**config.mk**
```make
export PLATFORM = sky130hd
export DESIGN_NAME = keyword_identifier_tokenizer_top
export DESIGN_NICKNAME = d
export VERILOG_FILES = /design/src/rtl/kit_pkg.sv /design/src/rtl/kit_front.sv /design/src/rtl/kit_back.sv /design/src/rtl/kit_rq.sv /design/src/rtl/keyword_identifier_tokenizer_top.sv
export VERILOG_INCLUDE_DIRS = /design/src /design/src/rtl
export SDC_FILE = /design/constraint.sdc
export NUM_CORES = 1
export LEC_CHECK = 0
export BUFFER_PORTS_ARGS = -buffer_cell sky130_fd_sc_hd__buf_2
export CORE_UTILIZATION = 67
export DETAILED_ROUTE_END_ITERATION = 6
export GPL_TIMING_DRIVEN = 0
export PLACE_DENSITY = 0.84
export RECOVER_POWER = 100
export SLEW_MARGIN = 40
export SYNTH_ARGS = -nofsm -noshare
export SYNTH_HDL_FRONTEND = slang
export SYNTH_SLANG_ARGS = --single-unit
```
**constraint.sdc**
```tcl
create_clock -name i_clk -period 9 [get_ports i_clk]
set_input_delay 1.35 -clock i_clk [delete_from_list [all_inputs] [get_ports i_clk]]
set_output_delay 1.35 -clock i_clk [all_outputs]
set_load 0.03 [all_outputs]
```
**src/rtl/keyword_identifier_tokenizer_top_defines.svh**
```systemverilog
// ---------------------------------------------------------------------------
// keyword_identifier_tokenizer_top_defines.svh
// assertion macros used by the tokenizer back end (kit_back)
// ---------------------------------------------------------------------------
`ifndef KEYWORD_IDENTIFIER_TOKENIZER_TOP_DEFINES_SVH
`define KEYWORD_IDENTIFIER_TOKENIZER_TOP_DEFINES_SVH

// same-cycle implication, disabled while reset is held
`define KIT_ASSERT_IMPL(label, clk, rst_n, ante, cons) \
    label: assert property (@(posedge clk) disable iff (!(rst_n)) (ante) |-> (cons)) \
        else $error("tokenizer check failed");

// next-cycle implication, disabled while reset is held
`define KIT_ASSERT_NEXT(label, clk, rst_n, ante, cons) \
    label: assert property (@(posedge clk) disable iff (!(rst_n)) (ante) |=> (cons)) \
        else $error("tokenizer check failed");

`endif

```
**src/rtl/kit_pkg.sv**
```systemverilog
// ---------------------------------------------------------------------------
// kit_pkg
// types, constants and keyword helpers of the keyword/identifier tokenizer
// ---------------------------------------------------------------------------
package kit_pkg;

    localparam int MAX_NAME      = 512;
    localparam int MAX_FILE_NAME = 64;
    localparam int LINE_BITS     = 20;

    localparam int LEN_W  = $clog2(MAX_NAME + 1);
    localparam int FCNT_W = $clog2(MAX_FILE_NAME + 1);

    // queue depths, powers of two so pointers wrap on their own
    localparam int FQ_DEPTH = 2;
    localparam int FQ_AW    = $clog2(FQ_DEPTH);
    localparam int RQ_DEPTH = 4;
    localparam int RQ_AW    = $clog2(RQ_DEPTH);

    // output payload: value, line, length, zero padded to bytes
    localparam int OUT_BITS = 8 + LINE_BITS + LEN_W;
    localparam int TDATA_W  = ((OUT_BITS + 7) / 8) * 8;
    localparam int OUT_PAD  = TDATA_W - OUT_BITS;

    localparam logic [7:0] CH_NUL   = 8'h00;
    localparam logic [7:0] CH_TAB   = 8'h09;
    localparam logic [7:0] CH_NL    = 8'h0A;
    localparam logic [7:0] CH_CR    = 8'h0D;
    localparam logic [7:0] CH_SPACE = 8'h20;
    localparam logic [7:0] CH_QUOTE = 8'h22;
    localparam logic [7:0] CH_HASH  = 8'h23;

    typedef enum logic [2:0] {
        M_START,
        M_IDENT,
        M_IDENT_NUL,
        M_HASH_SP,
        M_HASH_DIG,
        M_SEEK_Q,
        M_FNAME,
        M_SKIP_EOL
    } t_mode;

    typedef enum logic [3:0] {
        K_END,
        K_CHAR,
        K_NAME_BYTE,
        K_NAME,
        K_INORDER,
        K_OUTORDER,
        K_PLANAME,
        K_ONE,
        K_ZERO
    } t_kind;

    // one input byte with its character classes
    typedef struct packed {
        logic [7:0] data;
        logic       eof;
        logic       blank;
        logic       newline;
        logic       hash;
        logic       quote;
        logic       space;
        logic       digit;
        logic       id_start;
        logic       id_cont;
    } t_item;

    typedef struct packed {
        t_kind                kind;
        logic [7:0]           value;
        logic [LINE_BITS-1:0] line;
        logic [LEN_W-1:0]     len;
        logic                 last;
    } t_result;

    // up to two results written into the result queue in one cycle
    typedef struct packed {
        logic [1:0] count;
        t_result    first;
        t_result    second;
    } t_push;

    localparam int NKW      = 5;
    localparam int KW_SLOTS = 8;
    localparam int KW_IW    = $clog2(KW_SLOTS);
    localparam logic [NKW-1:0] ALL_KW = {NKW{1'b1}};

    localparam logic [LEN_W-1:0] KW_LEN [NKW] = '{
        LEN_W'(7), LEN_W'(8), LEN_W'(4), LEN_W'(3), LEN_W'(4)
    };

    localparam logic [7:0] KW_TEXT [NKW][KW_SLOTS] = '{
        '{"I", "N", "O", "R", "D", "E", "R", CH_NUL},
        '{"O", "U", "T", "O", "R", "D", "E", "R"},
        '{"N", "A", "M", "E", CH_NUL, CH_NUL, CH_NUL, CH_NUL},
        '{"O", "N", "E", CH_NUL, CH_NUL, CH_NUL, CH_NUL, CH_NUL},
        '{"Z", "E", "R", "O", CH_NUL, CH_NUL, CH_NUL, CH_NUL}
    };

    // drop keywords whose byte at this position differs
    function automatic logic [NKW-1:0] kw_narrow(input logic [NKW-1:0] cand,
                                                 input logic [LEN_W-1:0] pos,
                                                 input logic [7:0] b);
        logic [NKW-1:0] keep;
        for (int k = 0; k < NKW; k++) begin
            keep[k] = cand[k] && (pos < KW_LEN[k]) && (KW_TEXT[k][pos[KW_IW-1:0]] == b);
        end
        return keep;
    endfunction

    // keep only keywords as long as the name up to its first nul
    function automatic logic [NKW-1:0] kw_trim(input logic [NKW-1:0] cand,
                                               input logic [LEN_W-1:0] len);
        logic [NKW-1:0] keep;
        for (int k = 0; k < NKW; k++) begin
            keep[k] = cand[k] && (KW_LEN[k] == len);
        end
        return keep;
    endfunction

    // kind of a finished name, first matching keyword wins
    function automatic t_kind kw_finish(input logic [NKW-1:0] cand,
                                        input logic [LEN_W-1:0] len,
                                        input logic nul_seen);
        t_kind kind;
        kind = K_NAME;
        for (int k = NKW - 1; k >= 0; k--) begin
            if (cand[k] && (nul_seen || (KW_LEN[k] == len))) begin
                kind = t_kind'(4'(int'(K_INORDER) + k));
            end
        end
        return kind;
    endfunction

endpackage

```
**src/rtl/kit_front.sv**
```systemverilog
// ---------------------------------------------------------------------------
// kit_front
// input side: classifies each byte and holds it in a two-entry queue
// ---------------------------------------------------------------------------
module kit_front (
    input  logic           i_clk,
    input  logic           i_rst_n,
    input  logic           i_s_axis_tvalid,
    output logic           o_s_axis_tready,
    input  logic [7:0]     i_s_axis_tdata,   // data_byte
    input  logic           i_s_axis_tuser,   // end_of_input
    output logic           o_q_valid,
    output kit_pkg::t_item o_q_item,
    input  logic           i_q_pop
);

    kit_pkg::t_item r_slot [kit_pkg::FQ_DEPTH];
    logic [kit_pkg::FQ_AW-1:0] r_wr, n_wr;
    logic [kit_pkg::FQ_AW-1:0] r_rd, n_rd;
    logic [kit_pkg::FQ_AW:0]   r_cnt, n_cnt;

    kit_pkg::t_item w_item;
    logic           w_push;
    logic           w_alpha;
    logic [7:0]     w_b;

    // character classes
    always_comb begin
        w_b     = i_s_axis_tdata;
        w_alpha = ((w_b >= "A") && (w_b <= "Z")) || ((w_b >= "a") && (w_b <= "z"));
        w_item.data     = w_b;
        w_item.eof      = i_s_axis_tuser;
        w_item.blank    = (w_b == kit_pkg::CH_SPACE) || (w_b == kit_pkg::CH_TAB);
        w_item.newline  = (w_b == kit_pkg::CH_NL);
        w_item.hash     = (w_b == kit_pkg::CH_HASH);
        w_item.quote    = (w_b == kit_pkg::CH_QUOTE);
        w_item.space    = (w_b == kit_pkg::CH_SPACE) ||
                          ((w_b >= kit_pkg::CH_TAB) && (w_b <= kit_pkg::CH_CR));
        w_item.digit    = (w_b >= "0") && (w_b <= "9");
        w_item.id_start = w_alpha || (w_b == "_");
        w_item.id_cont  = w_alpha || w_item.digit || (w_b == kit_pkg::CH_NUL) ||
                          (w_b == "_") || (w_b == ".") || (w_b == "*") ||
                          (w_b == "[") || (w_b == "]") || (w_b == "<") || (w_b == ">");
    end

    assign o_s_axis_tready = (r_cnt < (kit_pkg::FQ_AW + 1)'(kit_pkg::FQ_DEPTH));
    assign w_push          = i_s_axis_tvalid && o_s_axis_tready;
    assign o_q_valid       = (r_cnt != '0);
    assign o_q_item        = r_slot[r_rd];

    always_comb begin
        n_wr  = r_wr + (kit_pkg::FQ_AW)'(w_push);
        n_rd  = r_rd + (kit_pkg::FQ_AW)'(i_q_pop);
        n_cnt = r_cnt + (kit_pkg::FQ_AW + 1)'(w_push) - (kit_pkg::FQ_AW + 1)'(i_q_pop);
    end

    always_ff @(posedge i_clk) begin
        if (!i_rst_n) begin
            r_wr  <= '0;
            r_rd  <= '0;
            r_cnt <= '0;
        end else begin
            r_wr  <= n_wr;
            r_rd  <= n_rd;
            r_cnt <= n_cnt;
        end
    end

    always_ff @(posedge i_clk) begin
        if (w_push) begin
            r_slot[r_wr] <= w_item;
        end
    end

endmodule

```
**src/rtl/kit_back.sv**
```systemverilog
// ---------------------------------------------------------------------------
// kit_back
// lexer: one classified byte per cycle, given room, into zero to two results
// ---------------------------------------------------------------------------
`include "keyword_identifier_tokenizer_top_defines.svh"

module kit_back (
    input  logic           i_clk,
    input  logic           i_rst_n,
    input  logic           i_q_valid,
    input  kit_pkg::t_item i_item,
    output logic           o_q_pop,
    input  logic           i_room,
    output kit_pkg::t_push o_push
);

    kit_pkg::t_mode                 r_mode, n_mode;
    logic [kit_pkg::LINE_BITS-1:0]  r_line, n_line;
    logic [kit_pkg::LEN_W-1:0]      r_len,  n_len;
    logic [kit_pkg::NKW-1:0]        r_cand, n_cand;
    logic [kit_pkg::FCNT_W-1:0]     r_fcnt, n_fcnt;

    logic             w_accept;
    logic             w_start;
    logic [1:0]       w_cnt;
    kit_pkg::t_result w_res0, w_res1, w_tok, w_name_tok;

    assign w_accept = i_q_valid && i_room;
    assign o_q_pop  = w_accept;

    // name token of the open identifier
    always_comb begin
        w_name_tok       = '0;
        w_name_tok.kind  = kit_pkg::kw_finish(r_cand, r_len, r_mode == kit_pkg::M_IDENT_NUL);
        w_name_tok.line  = r_line;
        w_name_tok.len   = r_len;
    end

    always_comb begin
        n_mode  = r_mode;
        n_line  = r_line;
        n_len   = r_len;
        n_cand  = r_cand;
        n_fcnt  = r_fcnt;
        w_res0  = '0;
        w_res1  = '0;
        w_tok   = '0;
        w_cnt   = 2'd0;
        w_start = 1'b0;

        if (i_item.eof) begin
            if ((r_mode == kit_pkg::M_IDENT) || (r_mode == kit_pkg::M_IDENT_NUL)) begin
                w_res0 = w_name_tok;
                w_cnt  = 2'd1;
                n_len  = '0;
            end else if (r_mode == kit_pkg::M_HASH_SP) begin
                n_line = '0;
            end
            n_mode     = kit_pkg::M_START;
            n_fcnt     = '0;
            w_tok.kind = kit_pkg::K_END;
            w_tok.line = n_line;
            if (w_cnt == 2'd0) begin
                w_res0 = w_tok;
            end else begin
                w_res1 = w_tok;
            end
            w_cnt = w_cnt + 2'd1;
        end else begin
            unique case (r_mode)
                kit_pkg::M_IDENT, kit_pkg::M_IDENT_NUL: begin
                    if (i_item.id_cont && (r_len < kit_pkg::LEN_W'(kit_pkg::MAX_NAME))) begin
                        if (r_mode == kit_pkg::M_IDENT) begin
                            if (i_item.data == kit_pkg::CH_NUL) begin
                                n_cand = kit_pkg::kw_trim(r_cand, r_len);
                                n_mode = kit_pkg::M_IDENT_NUL;
                            end else begin
                                n_cand = kit_pkg::kw_narrow(r_cand, r_len, i_item.data);
                            end
                        end
                        n_len        = r_len + kit_pkg::LEN_W'(1);
                        w_res0.kind  = kit_pkg::K_NAME_BYTE;
                        w_res0.value = i_item.data;
                        w_res0.line  = r_line;
                        w_cnt        = 2'd1;
                    end else begin
                        // name ends, the byte is handled again from start
                        w_res0  = w_name_tok;
                        w_cnt   = 2'd1;
                        n_mode  = kit_pkg::M_START;
                        n_len   = '0;
                        w_start = 1'b1;
                    end
                end
                kit_pkg::M_HASH_SP: begin
                    if (!i_item.space) begin
                        if (i_item.digit) begin
                            n_line = kit_pkg::LINE_BITS'(i_item.data[3:0]);
                            n_mode = kit_pkg::M_HASH_DIG;
                        end else begin
                            n_line = '0;
                            n_mode = kit_pkg::M_SEEK_Q;
                        end
                    end
                end
                kit_pkg::M_HASH_DIG: begin
                    if (i_item.digit) begin
                        n_line = (r_line << 3) + (r_line << 1) +
                                 kit_pkg::LINE_BITS'(i_item.data[3:0]);
                    end else begin
                        n_mode = kit_pkg::M_SEEK_Q;
                    end
                end
                kit_pkg::M_SEEK_Q: begin
                    if (i_item.quote) begin
                        n_fcnt = '0;
                        n_mode = kit_pkg::M_FNAME;
                    end
                end
                kit_pkg::M_FNAME: begin
                    if (i_item.quote ||
                        (r_fcnt >= kit_pkg::FCNT_W'(kit_pkg::MAX_FILE_NAME))) begin
                        n_mode = kit_pkg::M_SKIP_EOL;
                    end else begin
                        n_fcnt = r_fcnt + kit_pkg::FCNT_W'(1);
                    end
                end
                kit_pkg::M_SKIP_EOL: begin
                    if (i_item.newline) begin
                        n_mode = kit_pkg::M_START;
                    end
                end
                kit_pkg::M_START: begin
                    w_start = 1'b1;
                end
            endcase

            if (w_start) begin
                priority if (i_item.blank) begin
                    // skipped
                end else if (i_item.newline) begin
                    n_line = n_line + kit_pkg::LINE_BITS'(1);
                end else if (i_item.hash) begin
                    n_mode = kit_pkg::M_HASH_SP;
                end else if (i_item.id_start) begin
                    n_mode      = kit_pkg::M_IDENT;
                    n_cand      = kit_pkg::kw_narrow(kit_pkg::ALL_KW, '0, i_item.data);
                    n_len       = kit_pkg::LEN_W'(1);
                    w_tok.kind  = kit_pkg::K_NAME_BYTE;
                    w_tok.value = i_item.data;
                    w_tok.line  = n_line;
                    if (w_cnt == 2'd0) begin
                        w_res0 = w_tok;
                    end else begin
                        w_res1 = w_tok;
                    end
                    w_cnt = w_cnt + 2'd1;
                end else begin
                    w_tok.kind  = kit_pkg::K_CHAR;
                    w_tok.value = i_item.data;
                    w_tok.line  = n_line;
                    if (w_cnt == 2'd0) begin
                        w_res0 = w_tok;
                    end else begin
                        w_res1 = w_tok;
                    end
                    w_cnt = w_cnt + 2'd1;
                end
            end
        end

        // mark the final result of this byte
        if (w_cnt == 2'd1) begin
            w_res0.last = 1'b1;
        end else if (w_cnt == 2'd2) begin
            w_res1.last = 1'b1;
        end
    end

    always_comb begin
        o_push.count  = w_accept ? w_cnt : 2'd0;
        o_push.first  = w_res0;
        o_push.second = w_res1;
    end

    always_ff @(posedge i_clk) begin
        if (!i_rst_n) begin
            r_mode <= kit_pkg::M_START;
            r_line <= '0;
            r_len  <= '0;
            r_cand <= kit_pkg::ALL_KW;
            r_fcnt <= '0;
        end else if (w_accept) begin
            r_mode <= n_mode;
            r_line <= n_line;
            r_len  <= n_len;
            r_cand <= n_cand;
            r_fcnt <= n_fcnt;
        end
    end

    `KIT_ASSERT_IMPL(a_no_len_outside_name, i_clk, i_rst_n, (r_mode == kit_pkg::M_START) || (r_mode == kit_pkg::M_HASH_SP), r_len == '0)
    `KIT_ASSERT_IMPL(a_len_bounded, i_clk, i_rst_n, r_mode != kit_pkg::M_START, r_len <= kit_pkg::LEN_W'(kit_pkg::MAX_NAME))
    `KIT_ASSERT_IMPL(a_fcnt_bounded, i_clk, i_rst_n, r_mode == kit_pkg::M_FNAME, r_fcnt <= kit_pkg::FCNT_W'(kit_pkg::MAX_FILE_NAME))
    `KIT_ASSERT_NEXT(a_end_returns_start, i_clk, i_rst_n, w_accept && i_item.eof, (r_mode == kit_pkg::M_START) && (r_len == '0))

endmodule

```
**src/rtl/kit_rq.sv**
```systemverilog
// ---------------------------------------------------------------------------
// kit_rq
// result queue: takes up to two results a cycle, while tready is high sends one a cycle
// ---------------------------------------------------------------------------
module kit_rq (
    input  logic                        i_clk,
    input  logic                        i_rst_n,
    input  kit_pkg::t_push              i_push,
    output logic                        o_room,
    output logic                        o_m_axis_tvalid,
    input  logic                        i_m_axis_tready,
    output logic [kit_pkg::TDATA_W-1:0] o_m_axis_tdata,   // token_value, line_number, name_length
    output logic [3:0]                  o_m_axis_tuser,   // token_kind
    output logic                        o_m_axis_tlast    // last
);

    kit_pkg::t_result          r_mem [kit_pkg::RQ_DEPTH];
    logic [kit_pkg::RQ_AW-1:0] r_wr, n_wr;
    logic [kit_pkg::RQ_AW-1:0] r_rd, n_rd;
    logic [kit_pkg::RQ_AW:0]   r_cnt, n_cnt;

    logic             w_pop;
    kit_pkg::t_result w_head;

    // room for a byte that makes two results
    assign o_room = (r_cnt <= (kit_pkg::RQ_AW + 1)'(kit_pkg::RQ_DEPTH - 2));
    assign w_pop  = o_m_axis_tvalid && i_m_axis_tready;
    assign w_head = r_mem[r_rd];

    assign o_m_axis_tvalid = (r_cnt != '0);
    assign o_m_axis_tdata  = {{kit_pkg::OUT_PAD{1'b0}}, w_head.len, w_head.line, w_head.value};
    assign o_m_axis_tuser  = w_head.kind;
    assign o_m_axis_tlast  = w_head.last;

    always_comb begin
        n_wr  = r_wr + (kit_pkg::RQ_AW)'(i_push.count);
        n_rd  = r_rd + (kit_pkg::RQ_AW)'(w_pop);
        n_cnt = r_cnt + (kit_pkg::RQ_AW + 1)'(i_push.count) - (kit_pkg::RQ_AW + 1)'(w_pop);
    end

    always_ff @(posedge i_clk) begin
        if (!i_rst_n) begin
            r_wr  <= '0;
            r_rd  <= '0;
            r_cnt <= '0;
        end else begin
            r_wr  <= n_wr;
            r_rd  <= n_rd;
            r_cnt <= n_cnt;
        end
    end

    always_ff @(posedge i_clk) begin
        if (i_push.count != 2'd0) begin
            r_mem[r_wr] <= i_push.first;
        end
        if (i_push.count == 2'd2) begin
            r_mem[r_wr + (kit_pkg::RQ_AW)'(1)] <= i_push.second;
        end
    end

endmodule

```
**src/rtl/keyword_identifier_tokenizer_top.sv**
```systemverilog
// ---------------------------------------------------------------------------
// keyword_identifier_tokenizer_top
// byte stream tokenizer for names, keywords, char tokens and line directives
// ---------------------------------------------------------------------------
// The block takes one byte (or an end marker, tuser high) per cycle on the
// slave side while its input queue has room, and gives one token per cycle
// on the master side while tready is high. Blanks and tabs vanish, newlines
// bump the line count, names are echoed byte by byte and closed by a name
// or keyword token, '#' lines reload the line count. A byte that closes a
// name and also makes a token of its own, and an end marker that closes a
// name, give two tokens; the lexer takes a byte only while the result queue
// has room for two results. An accepted byte is registered in the input
// queue; the lexer reads it there and writes its tokens into the result
// queue, which drives the master side.
// No clearing pass after reset; the block is ready as soon as reset drops.
// ---------------------------------------------------------------------------
module keyword_identifier_tokenizer_top (
    input  logic                        i_clk,
    input  logic                        i_rst_n,
    // slave side
    input  logic                        i_s_axis_tvalid,
    output logic                        o_s_axis_tready,
    input  logic [7:0]                  i_s_axis_tdata,   // [7:0] data_byte
    input  logic                        i_s_axis_tuser,   // [0] end_of_input
    // master side
    output logic                        o_m_axis_tvalid,
    input  logic                        i_m_axis_tready,
    output logic [kit_pkg::TDATA_W-1:0] o_m_axis_tdata,   // [7:0] token_value,
                                                          // [27:8] line_number,
                                                          // [37:28] name_length
    output logic [3:0]                  o_m_axis_tuser,   // [3:0] token_kind
    output logic                        o_m_axis_tlast    // last result of a byte
);

    // front to back: classified bytes
    logic           w_q_valid;
    logic           w_q_pop;
    kit_pkg::t_item w_q_item;

    // back to result queue
    logic           w_room;
    kit_pkg::t_push w_push;

    // classify and buffer incoming transfers
    kit_front u_front (
        .i_clk           (i_clk),
        .i_rst_n         (i_rst_n),
        .i_s_axis_tvalid (i_s_axis_tvalid),
        .o_s_axis_tready (o_s_axis_tready),
        .i_s_axis_tdata  (i_s_axis_tdata),
        .i_s_axis_tuser  (i_s_axis_tuser),
        .o_q_valid       (w_q_valid),
        .o_q_item        (w_q_item),
        .i_q_pop         (w_q_pop)
    );

    // lexer state, one byte per cycle while the result queue has room
    kit_back u_back (
        .i_clk     (i_clk),
        .i_rst_n   (i_rst_n),
        .i_q_valid (w_q_valid),
        .i_item    (w_q_item),
        .o_q_pop   (w_q_pop),
        .i_room    (w_room),
        .o_push    (w_push)
    );

    // results wait here until the master side takes the transfer
    kit_rq u_rq (
        .i_clk           (i_clk),
        .i_rst_n         (i_rst_n),
        .i_push          (w_push),
        .o_room          (w_room),
        .o_m_axis_tvalid (o_m_axis_tvalid),
        .i_m_axis_tready (i_m_axis_tready),
        .o_m_axis_tdata  (o_m_axis_tdata),
        .o_m_axis_tuser  (o_m_axis_tuser),
        .o_m_axis_tlast  (o_m_axis_tlast)
    );

endmodule

```
---- Word-level counts from Yosys, hierarchy flattened ----
Memory sizes are Yosys's and may differ from the RTL's. A register that Yosys moved wholly into a read port is not among the register bits.
Index checks and enable logic that the tools add are counted.
storage, ports and cells
  memories kept ........................... 7
  register bits after elaboration ......... 56
  bits in read-only memories .............. 320
  RAM bits ................................ 206
  bits of input ports ..................... 13
  word-level logic and storage cells ...... 261
memories
  memory           words  width  rd ports  clocked after Yosys merged registers in  wr ports  line            source
  u_rq.r_mem       4      43     1         1                                        2         kit_rq.sv:17    kit_pkg::t_result r_mem [kit_pkg::RQ_DEPTH];
  (no name shown)  8      8      1         0                                        0         kit_pkg.sv:108  keep[k] = cand[k] && (pos < KW_LEN[k]) && (KW_TEXT[k][pos[KW_IW-1:0]] == b);
  (no name shown)  8      8      1         0                                        0         kit_pkg.sv:108
  (no name shown)  8      8      1         0                                        0         kit_pkg.sv:108
  (no name shown)  8      8      1         0                                        0         kit_pkg.sv:108
  (no name shown)  8      8      1         0                                        0         kit_pkg.sv:108
  1 more memories  --     --     --        --                                       --        --
cells by class
  mux-type cells .......................... 110
  $lt $le $gt $ge ......................... 17
  add/subtract/negate cells ............... 16
  reduce and logical (&&, ||, !) cells .... 60
  equality and inequality tests ........... 38
  bitwise operators ....................... 2
operators with widths
  operator                                                      number
  two-way mux 43 bit                                            16
  two-way mux 20 bit                                            9
  two-way mux 10 bit                                            9
  two-way mux 41 bit                                            2
  two-way mux 8 bit                                             10
  equality test 8 x 6 -> 1 bit (second input constant)          7
  two-way mux 5 bit                                             9
  two-way mux 3 bit                                             14
  equality test 8 bit                                           5
  two-way mux 40 bit                                            1
  one-hot mux 20 bit (2 select lines)                           1
  equality test 7 x 8 -> 1 bit (first input constant)           4
  two-way mux 32 bit                                            1
  two-way mux 31 bit                                            1
  logical AND 1 bit                                             28
  equality test 8 x 7 -> 1 bit (second input constant)          3
  two-way mux 4 bit                                             6
  two-way mux 7 bit                                             3
  adder 20 x 1 -> 20 bit (second input constant)                1
  adder 20 bit                                                  1
  adder 20 x 4 -> 20 bit                                        1
  equality test 3 x 10 -> 1 bit (first input constant)          2
  less-than comparator 10 x 3 -> 1 bit (second input constant)  2
  logical OR 1 bit                                              19
  49 further kinds                                              88

---- Longest topological paths before layout ----
Gate-level depths: netlist (run 1).
  word-level depth ........................ 18
  mapped depth ............................ 16
  mapped depth without buffers ............ 14

---- Hierarchy ----
Synthesis (run 1) repeated with hierarchy kept, for this count alone.
second synthesis, totals
  cells, all modules ...................... 1,319
  area total of the unflattened synthesis .. 16,076.7 sq um
by module, submodules not included
  module     cells an instance  instances  sequential area each (sq um)  area each (sq um)
  kit_rq     464                1          5,305.1                       8,809.7
  kit_back   736                1          900.9                         5,509.0
  kit_front  119                1          1,121.1                       1,757.9

---- Least setup slack after synthesis (run 1) ----
No wires, ideal clock.
  path type ............................... reg2reg
  start ................................... register (tool-made name)
  end ..................................... register u_back.r_line[19] (netlist name)
  period minus slack after synthesis ...... 4,039 ps
  path slack .............................. 4,961 ps
  arrival time ............................ 3,918 ps
  library setup time ...................... 121 ps
  path buffers ............................ 2
  data required time ...................... 8,879 ps
  stages on the path, launching flop included .. 17
  cell sequence ........................... dfxtp_1 buf_4 mux2i_1 clkbuf_1 inv_1 ha_1 ha_1 fa_1 a211o_1 a311o_1 o2bb2ai_4 nand4_4 nor4_4 nand3_1 and4bb_1 xnor2_1 o21ai_1
RTL lines
  item                  line             source
  to (signal assigned)  kit_back.sv:195  r_line <= n_line;
  to (decl)             kit_back.sv:18   logic [kit_pkg::LINE_BITS-1:0] r_line, n_line;

==> impl_metrics.tcl, run 1 <==
set metrics [dict create \
    wl_per_cell_um 22.46 \
    hpwl_um 27010 \
    synthTopCellsByArea "edfxtp_1, dfxtp_1, mux4_2" \
    gp_congestion 0.9822 \
    cts_buffers 27 \
    synthCells 1372 \
    synthesis.area_mm2 0.01458 \
    synth.distinct_cells 91 \
    comb_power_share_pct 32.3 \
    synthTopCellsByCount "edfxtp_1, nand2_1, nor2_1" \
    wl_um 39410 \
    cts_tree "built" \
    area_delta_synth_final_pct 9.210 \
    intPower_mw 2.432 \
    synth-seq-area-share_pct 46.97 \
    timing.rr.end "u_rq.r_mem[0][15]" \
    postCtsHoldBufs 0 \
    grt_pass1_vias 11468 \
    min_path_type "flip-flop to flip-flop" \
    required_ps 9180 \
    cts.sinks 263 \
    fillerInstances 1422 \
    min_period_ps 6251 \
    vias 12294 \
    pin_count 60 \
    synth_edf_count 158 \
    grt_pass1_wl_um 60650 \
    finalCritPeriodShare_pct 69.45 \
    switchingPower_mw 1.383 \
    track_usage_pct 35.06 \
    synth_most_common_cell "edfxtp_1" \
    cts-htree-levels 1 \
    yosysWarnings 0 \
    die_x_um 149.5 \
    post_cts_buffers 0 \
    synth_flop_cell "edfxtp_1" \
    grt_setup_unrepaired "false" \
    yosysTopAreaCellShare_pct 32.55 \
    violations "design-rule violations, max-capacitance violations" \
    drt_pass1_iterations 7 \
    nets 1530 \
    drive_above_1_share_pct 9.865 \
    critPathKind "flip-flop to flip-flop" \
    rows 53 \
    die_h_um 149.5 \
    powerDensity_mw_per_mm2 239.7 \
    reg2regPathDepth 12 \
    start_util_pct 68.91 \
    p_clk_share_pct 29.4 \
    p_leak_nw 5.402 \
    outcome "complete, but fails checks" \
    cap_viol_max_count 2 \
    max_freq_mhz 160.0 \
    synth_top_area_cell "edfxtp_1" \
    postRouteAntennaNets 0 \
    ir_worst_vdd_mv 0.1501 \
    drv_slew 0 \
    timing.hold.worst_path_depth 1 \
    drt_drc_violations_left 4 \
    timing.hold.ws_ps 457.0 \
    postSynth.asyncResetShare_pct 0 \
    hold_path.startpoint "u_back.r_cand[3]" \
    vias_per_cell 7.005 \
    overflow 0 \
    cp.arrival_ps 6430 \
    tightest_slew_ps 1477 \
    cts_resized 0 \
    drt-initial-drc-count 1652 \
    root_buffer "clkbuf_16" \
    antenna_found_initial 0 \
    die_area_mm2 0.02235 \
    endpoint "u_rq.r_mem[0][15]" \
    swShare_pct 36.24 \
    clkLatencyLatePin_ps 560 \
    seq_power_share_pct 38.3 \
    reg2reg_slack_ps 2750 \
    critPathCaptureType "flip-flop" \
    cts_buffer_depth 3 \
    finalClockSkew_ps 14.89 \
    setup_viol 0 \
    antennaDiodeCount 0 \
    slew_headroom_pct 0.4847 \
    critPathMaxFanout 20 \
    fin_setup_tns_ps 0 \
    coreArea_mm2 0.02115 \
    finalHoldViolations 0 \
    ys_ff_latch 263 \
    cp-start-kind "flip-flop" \
    synth.avg_cell_area_um2 10.62 \
    clk_pin_slew_ps 70 \
    grt_max_degree 32 \
    io_buffers 56 \
]
registers in the layout, summed over array words and instances (netlist names), named ones only:
name / count
u_rq.r_mem: 172
u_front.r_slot: 34
u_back.r_line: 20
u_back.r_len: 10
u_back.r_fcnt: 7
u_back.r_cand: 5
u_back.r_mode: 3
u_rq.r_cnt: 3
u_front.r_cnt: 2
u_rq.r_rd: 2
u_rq.r_wr: 2
u_front.r_rd: 1
u_front.r_wr: 1
how the worst min path moves through the flow:
stage	endpoint	slack (ps)
after floorplan	u_back.r_cand[1]	420
after global placement	u_rq.r_mem[3][2]	430
after detailed placement	u_back.r_cand[3]	440
after CTS	u_back.r_cand[3]	460
after global routing	u_back.r_cand[1]	470
final	u_back.r_cand[3]	460
critical path: stages, from the launching register on:
cell and delay, ps:
dfxtp_1 310, clkbuf_1 460, clkbuf_1 470, clkbuf_1 520, mux2i_1 610, ha_1 210
mux2i_1 60, a311o_1 410, a21oi_1 490, nand2_1 480, clkbuf_1 380, nand2_1 770
clkbuf_1 690
power groups by stage:
stage / clock [mW] / sequential [mW] / combinational (mW)
after CTS: 1.11 / 1.46 / 1.25
after floorplan: 0 / 1.47 / 0.905
after global routing: 1.16 / 1.47 / 1.31
after detailed placement: 0 / 1.48 / 1.23
final: 1.12 / 1.46 / 1.23
after global placement: 0 / 1.47 / 1.20
kinds of logic after synthesis:
family          after synthesis  synth area share [%]
compound gates              398                 18.57
xor+xnor                     46                 2.764
fa+ha+maj                    58                 5.133
buf+inv                     119                 3.545
flops                       263                 46.97
mux                          69                 8.524
other cells                   1               0.02573
simple gates                418                 14.47
per-stage QoR:
| stage | util, % | instances | total power [mW] | worst slack [ps] | instance area, µm² |
|---|---|---|---|---|---|
| after floorplan | - | 1373 | 2.370 | 4961 | 14580 |
| after global routing | 75.25 | 1755 | 3.940 | 2473 | 15920 |
| after global placement | 71.88 | 1704 | 2.679 | 3918 | 15200 |
| final | 75.25 | 1755 | 3.815 | 2749 | 15920 |
| after CTS | 76.16 | 1755 | 3.823 | 3671 | 16110 |
| after detailed placement | 72.00 | 1705 | 2.714 | 3815 | 15230 |
routing by layer:
metal	part of all wire, %	vias up	global-route usage [%]
li1	-	5462	-
met1	38	5791	47.44
met2	46	902	56.50
met4	4.0	0	13.88
met5	0	-	0
met3	11	139	5.671
area by class of cell:
class	count	area, µm²	share of cell area, %
flip-flops and latches	263	6847	43.01
repair buffers	57	221.5	1.391
clock buffers	33	698.2	4.386
inverters	33	123.9	0.7781
well taps	275	344.1	2.161
plain buffers	86	375.4	2.358
multi-input cells	991	7128	44.78
clock inverters	17	181.4	1.140
placed cells by master (no fill, tap or decap), drive strengths merged, types with 13 or more instances in the layout:
| cell type | instances |
|---|---|
| nor2b | 23 |
| dfxtp | 105 |
| o22ai | 90 |
| clkbuf | 147 |
| xnor2 | 27 |
| ha | 55 |
| nor2 | 118 |
| edfxtp | 158 |
| nand2 | 116 |
| mux4 | 43 |
| nand3 | 21 |
| buf | 29 |
| a22oi | 50 |
| xor2 | 19 |
| nor4 | 13 |
| and2 | 24 |
| o21ai | 86 |
| mux2i | 21 |
| inv | 34 |
| a21oi | 57 |
| nand4 | 19 |
| nor3 | 24 |
No activity file was read; power rests on OpenSTA's default activity.
==> inputs of run 2 (changes only) <==
Settings changed: CORE_UTILIZATION 67 to 56, PLACE_DENSITY 0.84 to 0.74.
Clock period 9 ns to 5.52 ns, I/O delays scaled along.
==> impl_metrics.tcl, run 2 (synthesized netlist as in run 1, its figures left out) <==
set metrics [dict create \
    outcome "complete, but fails checks" \
    violations "max-capacitance violations, max-slew violations" \
    max_freq_mhz 192.4 \
    setup_viol 0 \
    slew_headroom_pct -5.646 \
    wl_met1_um 15920 \
    cts-htree-levels 1 \
    min_period_ps 5198 \
    fillerInstances 2029 \
    pin_count 60 \
    finalHoldViolations 0 \
    root_buffer "clkbuf_16" \
    tightest_slew_ps 1568 \
    area_delta_synth_final_pct 10.51 \
    antennaDiodeCount 0 \
    nets 1531 \
    cap_viol_max_count 1 \
    critPathCaptureType "flip-flop" \
    track_usage_pct 28.40 \
    drt-initial-drc-count 1385 \
    met2_length_um 17660 \
    timing.hold.worst_path_depth 2 \
    die_area_mm2 0.02668 \
    top_layer "met4" \
    wl_per_cell_um 21.03 \
    overflow 0 \
    postCtsHoldBufs 0 \
    post_cts_buffers 0 \
    p_leak_nw 5.464 \
    die_h_um 163.3 \
    vias_per_cell 6.500 \
    cts_buffer_depth 3 \
    multi_input_area_mm2 0.007179 \
    timing.hold.ws_ps 453.5 \
    cts_buffers 28 \
    hpwl_um 27360 \
    grt_pass1_vias 11015 \
    antenna_found_initial 0 \
    fin_setup_tns_ps 0 \
    cts_resized 0 \
    critPathMaxFanout 10 \
    wl_um 38070 \
    ir_worst_vdd_mv 0.2878 \
    mostFrequentLayoutCells "edfxtp_1, clkbuf_1, nor2_1" \
    cts.sinks 263 \
    gp_congestion 0.9139 \
    rows 58 \
    die_x_um 163.3 \
    largest-register "u_rq.r_mem" \
    finalPower_mw 6.285 \
    final_cell_area_mm2 0.01611 \
    drt_drc_violations_left 0 \
    seqCellArea_mm2 0.006847 \
    grt_pass1_wl_um 58890 \
    drive_above_1_share_pct 10.54 \
    grt_setup_unrepaired "false" \
    clk_pin_slew_ps 60 \
    final_common_cell "edfxtp_1" \
    coreArea_mm2 0.02533 \
    reg.largest.list "u_rq.r_mem x172, u_front.r_slot x34, u_back.r_line x20" \
    placement.cell_area_mm2 0.01530 \
    reg2regPathDepth 16 \
    fin_util_pct 63.60 \
    drt_pass1_iterations 6 \
    clkLatencyLatePin_ps 550 \
    min_path_type "flip-flop to flip-flop" \
    finalCritPeriodShare_pct 94.17 \
    cts_tree "built" \
    vias 11765 \
    route.met3.wl_um 3502 \
    required_ps 5940 \
    critPathKind "flip-flop to flip-flop" \
    largest_register_ffs 172 \
    io_buffers 56 \
    grt_max_degree 32 \
    postRouteAntennaNets 0 \
    start_util_pct 57.55 \
    cp-start-kind "flip-flop" \
    reg2reg_slack_ps 320 \
    drv_slew 11 \
    finalClockSkew_ps 19.12 \
    cp.arrival_ps 5620 \
    powerDensity_mw_per_mm2 390.2 \
]
## run 2: cell types whose count changed in the layout (fill, tap and decap cells not counted), moves of 3 or more
cell | before | now
clkinv_1 | 5 | 2
clkinv_2 | 4 | 1
clkinvlp_4 | 3 | 0
inv_1 | 29 | 26
inv_2 | 3 | 6
## run 2: critical path, stage by stage, from the launching register on
cell and delay, ps:
dfxtp_1 310, buf_4 190, mux2i_1 500, clkbuf_1 520, inv_1 300, ha_1 280
ha_1 220, fa_1 440, a211o_1 340, a311o_1 360, o2bb2ai_4 180, nand4_1 260
nor3b_1 460, nand4_1 180, nor3b_1 290, xnor2_1 160, o21ai_1 80
## run 2: routing by layer
metal | vias to the layer above | global-route usage, %
met1 | 5660 | 39.39
met5 | - | 0
met4 | 0 | 8.326
met2 | 572 | 45.82
met3 | 75 | 4.545
li1 | 5458 | -
## run 2: path summary, 6_finish.rpt
kind / start / end
worst max-delay path: flip-flop / u_back.r_line[18]
worst min-delay path: u_rq.r_mem[3][6] / u_rq.r_mem[3][6]
worst max register to register: flip-flop / u_back.r_line[18]
worst min register to register: u_rq.r_mem[3][6] / u_rq.r_mem[3][6]
## run 2: per-stage QoR
stage	cells	setup WS, ps
after detailed placement	1760	322.2
final	1810	321.9
after CTS	1810	212.8
after global routing	1810	42.51
after floorplan	1373	1481
after global placement	1759	391.7
## run 2: area by class of cell
class / count / share of cell area [%]
tap: 330 / 2.563
sequential: 263 / 42.50
clock buffer: 43 / 4.894
timing repair buffer: 57 / 1.445
multi-input combinational: 991 / 44.57
clock inverter: 7 / 0.9010
inverter: 33 / 0.7690
buffer: 86 / 2.354
## run 2: report_power, final
part	switching [mW]	internal (mW)	total, mW
Clock	0.743	1.17	1.91
Combinational	1.38	0.622	2.00
Sequential	0.0693	2.30	2.37
Total	2.19	4.09	6.29
==> inputs of run 3 (changes only) <==
Settings changed: ABC_AREA from default to 1, CORE_UTILIZATION 56 to 57, PLACE_DENSITY 0.74 to 0.75, SYNTH_HIERARCHICAL from default to 1.
==> impl_metrics.tcl, run 3 <==
set metrics [dict create \
    outcome "complete, but fails checks" \
    violations "design-rule violations" \
    final_common_cell "nand2_1" \
    overflow 0 \
    area_delta_synth_final_pct 9.200 \
    synth_top_area_cell "edfxtp_1" \
    synth_most_common_cell "nand2_1" \
    comb_power_share_pct 44.5 \
    worst_slack_ps 595.9 \
    placement.cell_area_mm2 0.01767 \
    die_x_um 173.2 \
    track_usage_pct 31.27 \
    cts_buffer_depth 3 \
    synth-seq-area-share_pct 43.88 \
    cpMostUsedCell "nor2_1" \
    top_layer "met4" \
    yosysWarnings 6 \
    ys_ff_latch 263 \
    critPathKind "flip-flop to flip-flop" \
    cpPeakStageDelay_ps 590 \
    synthTopCellsByArea "edfxtp_1, nand2_1, dfxtp_1" \
    grt_pass1_vias 14312 \
    intPower_mw 4.682 \
    critPathCaptureType "flip-flop" \
    cts_resized 0 \
    postCtsHoldBufs 0 \
    reg.largest.list "u_rq/r_mem x172, u_front/r_slot x34, u_back/r_line x20" \
    fin_setup_tns_ps 0 \
    cap_viol_max_count 0 \
    post_cts_buffers 0 \
    synthesis.area_mm2 0.01670 \
    tightest_slew_ps 942.6 \
    wl_met1_um 19490 \
    synth.avg_cell_area_um2 7.907 \
    hold_path.startpoint "u_back/r_cand[3]" \
    nets 2288 \
    wl_per_cell_um 18.17 \
    critPathMaxFanout 24 \
    rows 62 \
    coreArea_mm2 0.02878 \
    synth_edf_count 206 \
    die_area_mm2 0.02999 \
    drt_drc_violations_left 1 \
    yosysTopAreaCellShare_pct 37.04 \
    clkLatencyLatePin_ps 570 \
    finalClockSkew_ps 18.51 \
    synthCells 2112 \
    gp_congestion 0.8996 \
    path_cells "buf_6 -> mux2_1 -> nand2_1 -> inv_1 -> o21ai_0 -> nand2_1 -> nor2_1 -> inv_1 -> nor2_1 -> o22ai_1 -> o21ai_0 -> inv_1 -> nor2_1 -> nor2_1 -> nand2_1 -> clkbuf_1 -> nand2_2 -> buf_16" \
    drt-initial-drc-count 1719 \
    start_util_pct 58.03 \
    finalHoldViolations 0 \
    met2_length_um 22170 \
    setup_viol 0 \
    largest-register "u_rq/r_mem" \
    cts.sinks 263 \
    pin_count 60 \
    required_ps 5830 \
    cts-htree-levels 1 \
    fillerInstances 2564 \
    cts_buffers 29 \
    seq_power_share_pct 33.6 \
    cp.arrival_ps 5230 \
    vias_per_cell 5.844 \
    antenna_found_initial 0 \
    ir_worst_vdd_mv 0.2925 \
    route.met3.wl_um 4796 \
    synthTopCellsByCount "nand2_1, inv_1, o21ai_0" \
    cts_tree "built" \
    cp_top_family "simple AND/OR/NAND/NOR gates" \
    switchingPower_mw 3.679 \
    postSynth.asyncResetShare_pct 0 \
    hpwl_um 34760 \
    drive_above_1_share_pct 6.601 \
    grt_setup_unrepaired "false" \
    powerDensity_mw_per_mm2 458.5 \
    antennaDiodeCount 0 \
    wl_um 47710 \
    io_buffers 57 \
    synth.distinct_cells 62 \
    largest_register_ffs 172 \
    cp.buffers_inverters 6 \
    grt_pass1_wl_um 74690 \
    dpl_worst_slack_ps 1036 \
    final_cell_area_mm2 0.01824 \
    mostFrequentLayoutCells "nand2_1, o21ai_0, inv_1" \
    timing.hold.ws_ps 456.1 \
    drt_pass1_iterations 7 \
    postRouteAntennaNets 0 \
    cpMaxStageDelayCell "nand2_2" \
    cp-start-kind "flip-flop" \
    min_path_type "flip-flop to flip-flop" \
    p_clk_share_pct 22.0 \
    root_buffer "clkbuf_16" \
    max_freq_mhz 203.1 \
    p_leak_nw 6.903 \
    vias 15346 \
    die_h_um 173.2 \
    min_period_ps 4924 \
    drv_slew 0 \
    grt_max_degree 30 \
    synth_flop_cell "edfxtp_1" \
    swShare_pct 44.01 \
    finalCritPeriodShare_pct 89.20 \
    clk_pin_slew_ps 70 \
    slew_headroom_pct 36.78 \
]
==> run 3: cell types whose count changed in the layout (fill, tap and decap cells not counted), moves of 23 or more <==
| cell | delta |
|---|---|
| mux4_2 | -43 |
| o22ai_1 | -23 |
| inv_1 | +220 |
| edfxtp_1 | +48 |
| nor2_1 | +100 |
| nand3_1 | +80 |
| o21ai_0 | +225 |
| nand2_1 | +334 |
| nor2b_1 | -23 |
| a22oi_1 | -48 |
| dfxtp_1 | -48 |
| xnor2_1 | -23 |
==> run 3: metal layers <==
| metal | GRT usage, % | vias to the layer above |
|---|---|---|
| met5 | 0 | - |
| met4 | 9.845 | 0 |
| met3 | 3.826 | 99 |
| met2 | 51.81 | 830 |
| met1 | 42.85 | 7049 |
| li1 | - | 7368 |
==> run 3: layout make-up <==
type                            instances  area, µm²  area share [%]
Tap cell                              384      480.5           2.635
Clock inverter                         19      148.9          0.8165
Sequential cell                       263       7327           40.18
Multi-Input combinational cell       1483       7672           42.07
Inverter                              265       1001           5.489
Timing Repair Buffer                   65      312.8           1.715
Clock buffer                           34      754.5           4.137
Buffer                                113      539.3           2.957
==> run 3: worst register-to-register path, cell delays in order (launching register included) <==
cell and delay, ps:
dfxtp_1 330, buf_6 150, mux2_1 380, nand2_1 160, inv_1 110, o21ai_0 190, nand2_1 240, nor2_1 240
inv_1 160, nor2_1 270, o22ai_1 110, o21ai_0 130, inv_1 90, nor2_1 270, nor2_1 170, nand2_1 230
clkbuf_1 470, nand2_2 600, buf_16 380
==> run 3: kinds of logic (layout without fill, tap and decap cells) <==
| logic type | Yosys count | after routing | synth area share (%) |
|---|---|---|---|
| AND/OR/NAND/NOR | 870 | 870 | 22.82 |
| AO/OA/AOI/OAI | 514 | 514 | 17.06 |
| XOR/XNOR | 13 | 13 | 0.6818 |
| adder cells (fa/ha/maj) | 55 | 55 | 4.256 |
| other | 2 | 14 | 0.04497 |
| multiplexers | 17 | 17 | 1.371 |
| flip-flops | 263 | 263 | 43.87 |
| buffers and inverters | 378 | 496 | 9.890 |
==> run 3: metrics by stage <==
stage,total power [mW],instances,util [%]
5_1_grt,8.849,2626,63.36
4_1_cts,8.427,2626,64.55
2_1_floorplan,5.505,2124,-
3_3_place_gp,6.490,2565,60.86
3_5_place_dp,6.608,2573,61.41
6_report,8.361,2626,63.36
==> run 3: path summary, 6_finish.rpt <==
path         cells after the start                end  slack, ps
max                             18  u_rq/r_mem[2][34]        600
max reg2reg                     18  u_rq/r_mem[2][34]        600
min                              2   u_back/r_cand[3]        460
min reg2reg                      2   u_back/r_cand[3]        460
==> run 3: power groups by stage <==
stage	Clock (mW)	Sequential (mW)	Combinational (mW)
floorplan	0	2.78	2.72
global placement	0	2.84	3.65
detailed placement	0	2.84	3.77
CTS	1.84	2.80	3.79
global route	1.92	2.84	4.09
finish	1.84	2.81	3.72
